==> src/rtl/sliding_window_median_macros.svh <==
// Assertion macros shared by the sliding window median RTL.
`ifndef SLIDING_WINDOW_MEDIAN_MACROS_SVH
`define SLIDING_WINDOW_MEDIAN_MACROS_SVH

`ifndef ASSERT_OFF

// Plain property check, disabled while reset is asserted
`define SWM_ASSERT(lbl, clk, rstn, prop) \
	lbl: assert property (@(posedge clk) disable iff (!(rstn)) (prop)) \
		else $error("sliding window median check failed");

// Same-cycle implication check
`define SWM_ASSERT_IMPL(lbl, clk, rstn, ante, cons) \
	lbl: assert property (@(posedge clk) disable iff (!(rstn)) (ante) |-> (cons)) \
		else $error("sliding window median implication failed");

// Next-cycle implication check
`define SWM_ASSERT_NEXT(lbl, clk, rstn, ante, cons) \
	lbl: assert property (@(posedge clk) disable iff (!(rstn)) (ante) |=> (cons)) \
		else $error("sliding window median next-cycle check failed");

`else

`define SWM_ASSERT(lbl, clk, rstn, prop)
`define SWM_ASSERT_IMPL(lbl, clk, rstn, ante, cons)
`define SWM_ASSERT_NEXT(lbl, clk, rstn, ante, cons)

`endif

`endif

==> src/rtl/swm_pkg.sv <==
// Shared constants and types for the sliding window median filter.
package swm_pkg;

	localparam int WINDOW_MAX_DEF  = 64;
	localparam int SAMPLE_BITS_DEF = 16;

	// window_size register
	localparam int                 CFG_BITS = 7;
	localparam logic [CFG_BITS-1:0] WS_RESET = 7'd3;

	// cells per first-level selection group
	localparam int GROUP_SIZE = 8;

	// commands broadcast to every cell of the row
	typedef struct packed {
		logic ins;    // insert the new sample in sorted position
		logic evict;  // drop the cell holding the oldest tag, close the gap
	} cell_cmd_t;

endpackage

==> src/rtl/swm_cell.sv <==
// One cell of the sorted window row: holds a sample and its arrival slot tag.
module swm_cell #(
	parameter int SAMPLE_BITS = swm_pkg::SAMPLE_BITS_DEF,
	parameter int TAG_BITS    = 6,
	parameter int CNT_BITS    = 7,
	parameter int IDX         = 0
) (
	input  logic                          clk,
	input  swm_pkg::cell_cmd_t            cmd,
	input  logic        [CNT_BITS-1:0]    count,
	input  logic signed [SAMPLE_BITS-1:0] sample,
	input  logic        [TAG_BITS-1:0]    new_tag,
	input  logic        [TAG_BITS-1:0]    oldest,
	input  logic                          prev_gt,
	input  logic signed [SAMPLE_BITS-1:0] prev_value,
	input  logic        [TAG_BITS-1:0]    prev_tag,
	input  logic signed [SAMPLE_BITS-1:0] next_value,
	input  logic        [TAG_BITS-1:0]    next_tag,
	input  logic                          found_in,
	input  logic        [CNT_BITS-1:0]    lo_idx,
	input  logic        [CNT_BITS-1:0]    hi_idx,
	output logic signed [SAMPLE_BITS-1:0] value,
	output logic        [TAG_BITS-1:0]    tag,
	output logic                          gt,
	output logic                          found_out,
	output logic        [SAMPLE_BITS-1:0] lo_sel,
	output logic        [SAMPLE_BITS-1:0] hi_sel
);
	import swm_pkg::*;

	localparam logic [CNT_BITS-1:0] MY_IDX = CNT_BITS'(IDX);

	logic signed [SAMPLE_BITS-1:0] value_q;
	logic        [TAG_BITS-1:0]    tag_q;
	logic                          occupied;
	logic                          match;

	assign occupied = MY_IDX < count;

	// sorted insert: larger held values move one cell up
	assign gt = occupied && (value_q > sample);

	// eviction: the found flag ripples up from the cell holding the oldest tag
	assign match     = occupied && (tag_q == oldest);
	assign found_out = found_in | match;

	// median tap, zero unless this cell is the selected rank
	assign lo_sel = (MY_IDX == lo_idx) ? value_q : '0;
	assign hi_sel = (MY_IDX == hi_idx) ? value_q : '0;

	assign value = value_q;
	assign tag   = tag_q;

	// value and tag update
	always_ff @(posedge clk) begin
		if (cmd.ins) begin
			if (prev_gt) begin
				value_q <= prev_value;
				tag_q   <= prev_tag;
			end else if (gt || (MY_IDX == count)) begin
				value_q <= sample;
				tag_q   <= new_tag;
			end
		end else if (cmd.evict && found_out) begin
			value_q <= next_value;
			tag_q   <= next_tag;
		end
	end

endmodule

==> config.mk <==
export PLATFORM = sky130hd
export DESIGN_NAME = swm_cell
export DESIGN_NICKNAME = d
export VERILOG_FILES = /design/src/rtl/sliding_window_median_macros.svh /design/src/rtl/swm_pkg.sv /design/src/rtl/swm_cell.sv
export SDC_FILE = /design/constraint.sdc
export NUM_CORES = 1
export LEC_CHECK = 0
export ABC_AREA = 1
export BUFFER_PORTS_ARGS = -buffer_cell sky130_fd_sc_hd__buf_4
export CAP_MARGIN = 5
export CORE_MARGIN = 2
export CORE_UTILIZATION = 30
export DETAILED_ROUTE_END_ITERATION = 8
export PLACE_DENSITY = 0.66
export SLEW_MARGIN = 20
export SYNTH_ARGS = -nofsm -noshare
export SYNTH_HDL_FRONTEND = slang
export SYNTH_SLANG_ARGS = --single-unit
==> constraint.sdc <==
create_clock -name clk -period 2.5 [get_ports clk]
set_input_delay 0.625 -clock clk [delete_from_list [all_inputs] [get_ports clk]]
set_output_delay 0.625 -clock clk [all_outputs]
set_load 0.005 [all_outputs]
==> results.sh <==
export IMPL_status="finished, final reports clean"
export IMPL_syn_area_um2=1960
export IMPL_start_util_pct=30.9
export IMPL_area_growth_pct=83.5
export IMPL_rows=29
export IMPL_synth_cells=290
export IMPL_yosysWarnings=0
export IMPL_total_leakage_power_nw=1.89
export IMPL_drt_pass1_iter_count=4
export IMPL_grt_max_degree=25
export IMPL_met1_length_um=2880
export IMPL_regArea_um2=661
export IMPL_slowest_stage="ha_4"
export IMPL_n_antenna_cell=0
export IMPL_antenna_found_initial=0
export IMPL_clk_pin_slew_ns=0.08
export IMPL_cts_root_buf="clkbuf_8"
export IMPL_max_cap_violations=0
export IMPL_worstPathRequired_ns=1.88
export IMPL_place_hpwl_um=5380
export IMPL_synth_seq_area_share_pct=33.6
export IMPL_cts_hold_buf=0
export IMPL_htree_levels=1
export IMPL_fp_dieH_um=84.9
export IMPL_p_per_area_nw_per_um2=367
export IMPL_routabilityCongestion=0.831
export IMPL_finalMaxSlewViolations=0
export IMPL_setup_viol=0
export IMPL_slew_headroom_pct=70.3
export IMPL_cts_buffers=3
export IMPL_min_period_ns=2.45
export IMPL_fmax_mhz=409
export IMPL_layout_drive_gt1_share_pct=47.9
export IMPL_worst_slew_pin_slew_ns=0.445
export IMPL_ios=154
export IMPL_grt_pass1_vias=2280
export IMPL_crit_path_cell_trace="buf_4, inv_2, ha_4, a21oi_2, nand2_2, a21oi_4, nand3_2, nand2_2, nand3_2, inv_2, buf_6"
export IMPL_drt_iter0_markers=73
export IMPL_wl_per_cell_um=13.2
export IMPL_drc=0
export IMPL_finalHoldViolations=0
export IMPL_skew_ns=0.00521
export IMPL_multi_input_area_um2=1260
export IMPL_critPathLaunchType="primary input"
export IMPL_crit_path_max_incr_delay_ns=0.20
export IMPL_synth_seq_cells=22
export IMPL_rsz0062_at_grt="true"
export IMPL_synth_nets=404
export IMPL_core_area_um2=6350
export IMPL_crit_arrival_ns=1.82
export IMPL_antenna_left=0
export IMPL_clock_path_buffers=2
export IMPL_min_path_type="primary input to flip-flop"
export IMPL_crit_path_end_kind="output pin"
export IMPL_grtUsageTotal_pct=17.7
export IMPL_nets=578
export IMPL_crit_type="primary input to output pin"
export IMPL_fill_cells=596
export IMPL_grt_pass1_wl_um=10500
export IMPL_cp_top_family="compound AO/OA/AOI/OAI gates"
export IMPL_synth_cell_types=25
export IMPL_syn_avg_cell_area_um2=6.77
export IMPL_highest_signal_layer="met4"
export IMPL_wl_um=7110
export IMPL_port_buffer_count=153
export IMPL_irDropWorstVdd_uv=281
export IMPL_cp_max_fo=2
export IMPL_clock_sinks=22
export IMPL_post_route_period_util_pct=97.8
export IMPL_viasPerCell=4.58
export IMPL_clkLatencyLatePin_ns=0.26
export IMPL_fin_hold_ws_ns=0.638
export IMPL_p_total_mw=1.32
export IMPL_die_area_um2=7210
export IMPL_num_vias=2475
export IMPL_die_w_um=84.9
export IMPL_cts_tree="built"
export IMPL_cp_buffers_inverters=4
export IMPL_wl_met3_um=406
export IMPL_grt_ovfl_total=0
export IMPL_wl_met2_um=3730
## logic make-up (layout without fill, tap and decap cells)
kind of cell,after synthesis,count (layout),share of synthesized area [%]
xor gates and xnor gates,2,2,0.892
AOI/OAI and AO/OA,52,52,13.4
adders and majority gates,16,16,10.2
buffers and inverters,61,234,11.8
and+or+nand+nor,137,137,30.1
DFF,22,22,33.6
## Yosys cell counts
cell type,count,area [um2]
edfxtp_1,22,661
inv_2,1,3.75
o21ai_0,43,215
buf_1,1,3.75
xnor2_1,2,17.5
nor4_1,2,12.5
inv_1,50,188
nor2_2,1,6.26
nor2b_1,1,6.26
a21oi_2,1,8.76
o21ai_1,1,5.00
nand3_4,1,17.5
nand2_1,54,203
nor2_1,58,218
or2_1,3,18.8
nand3_2,1,10.0
nand4_1,2,12.5
clkbuf_1,7,26.3
nand2_2,3,18.8
nor2_4,2,22.5
a21oi_1,7,35.0
nand3_1,5,25.0
buf_2,2,10.0
ha_1,16,200
nor3_1,4,20.0
## sequential cells by signal, summed over array words and instances, names as in the netlist
signal / cells
value: 16
tag: 6
## worst register-to-register path: cells and delay by family, from the launching register on
family	cells	cell delay, ns
flops	1	0.45
buf+inv	2	0.34
compound gates	2	0.34
simple gates	7	0.50
fa+ha+maj	1	0.28
## path summary, 6_finish.rpt
path / slack, ns / cells after the start / from / end
worst max-delay path: 0.05 / 11 / sample[11] / gt
worst min-delay path: 0.64 / 3 / next_value[12] / value[12]
worst max register to register: 0.31 / 12 / value[9] / value[4]
worst min register to register: 1.29 / 8 / tag[2] / value[3]
## layout by cell type, fill, tap and decap left out, types with 2 or more instances in the layout
cell / instances
nand2_1: 47
nor4_1: 2
edfxtp_1: 22
inv_2: 8
clkbuf_8: 3
a21oi_1: 4
buf_4: 178
ha_4: 9
or2_1: 3
a21oi_2: 2
nand3_2: 3
xnor2_1: 2
nor3_1: 4
nand2_2: 7
a21oi_4: 2
nand4_1: 2
nand3_1: 3
nand2_4: 3
nor2_1: 58
ha_1: 7
inv_4: 2
nor2_4: 3
o21ai_0: 43
inv_1: 41
## metrics by stage
stage	util (%)	setup WS (ns)	cells	area [um2]	TNS, ns
after floorplan	-	0.105	290	1970	0
after global placement	51.3	0.00903	521	3260	0
after detailed placement	51.3	-0.0259	521	3260	-0.408
after CTS	52.4	0.0167	526	3330	0
after global routing	56.8	-0.0616	540	3600	-0.0616
final	56.8	0.0538	540	3600	0
## what timing repair did
item,CTS,global route
resized for setup,2,36
setup buffers,1,14
setup endpoints to repair,1,1
pin swaps,0,19
## metal layers
layer	track usage, %	vias up
li1	-	1265
met1	21.9	1116
met2	32.9	88
met3	2.63	6
met4	2.89	0
met5	0	-
## layout make-up
| type | instances | area share [%] |
|---|---|---|
| Clock buffer | 3 | 1.15 |
| Clock inverter | 1 | 0.104 |
| Inverter | 51 | 5.45 |
| Multi-Input combinational cell | 207 | 34.9 |
| Sequential cell | 22 | 18.3 |
| Tap cell | 77 | 2.67 |
| Timing Repair Buffer | 179 | 37.4 |
## power breakdown
part	internal, mW	total [mW]	switching [mW]	leakage [nW]
Combinational	0.330	0.598	0.268	1.65
Sequential	0.463	0.500	0.0372	0.219
Clock	0.110	0.224	0.114	0.0231
Total	0.903	1.32	0.419	1.89
Note: power is estimated with default switching activity, not from simulation.
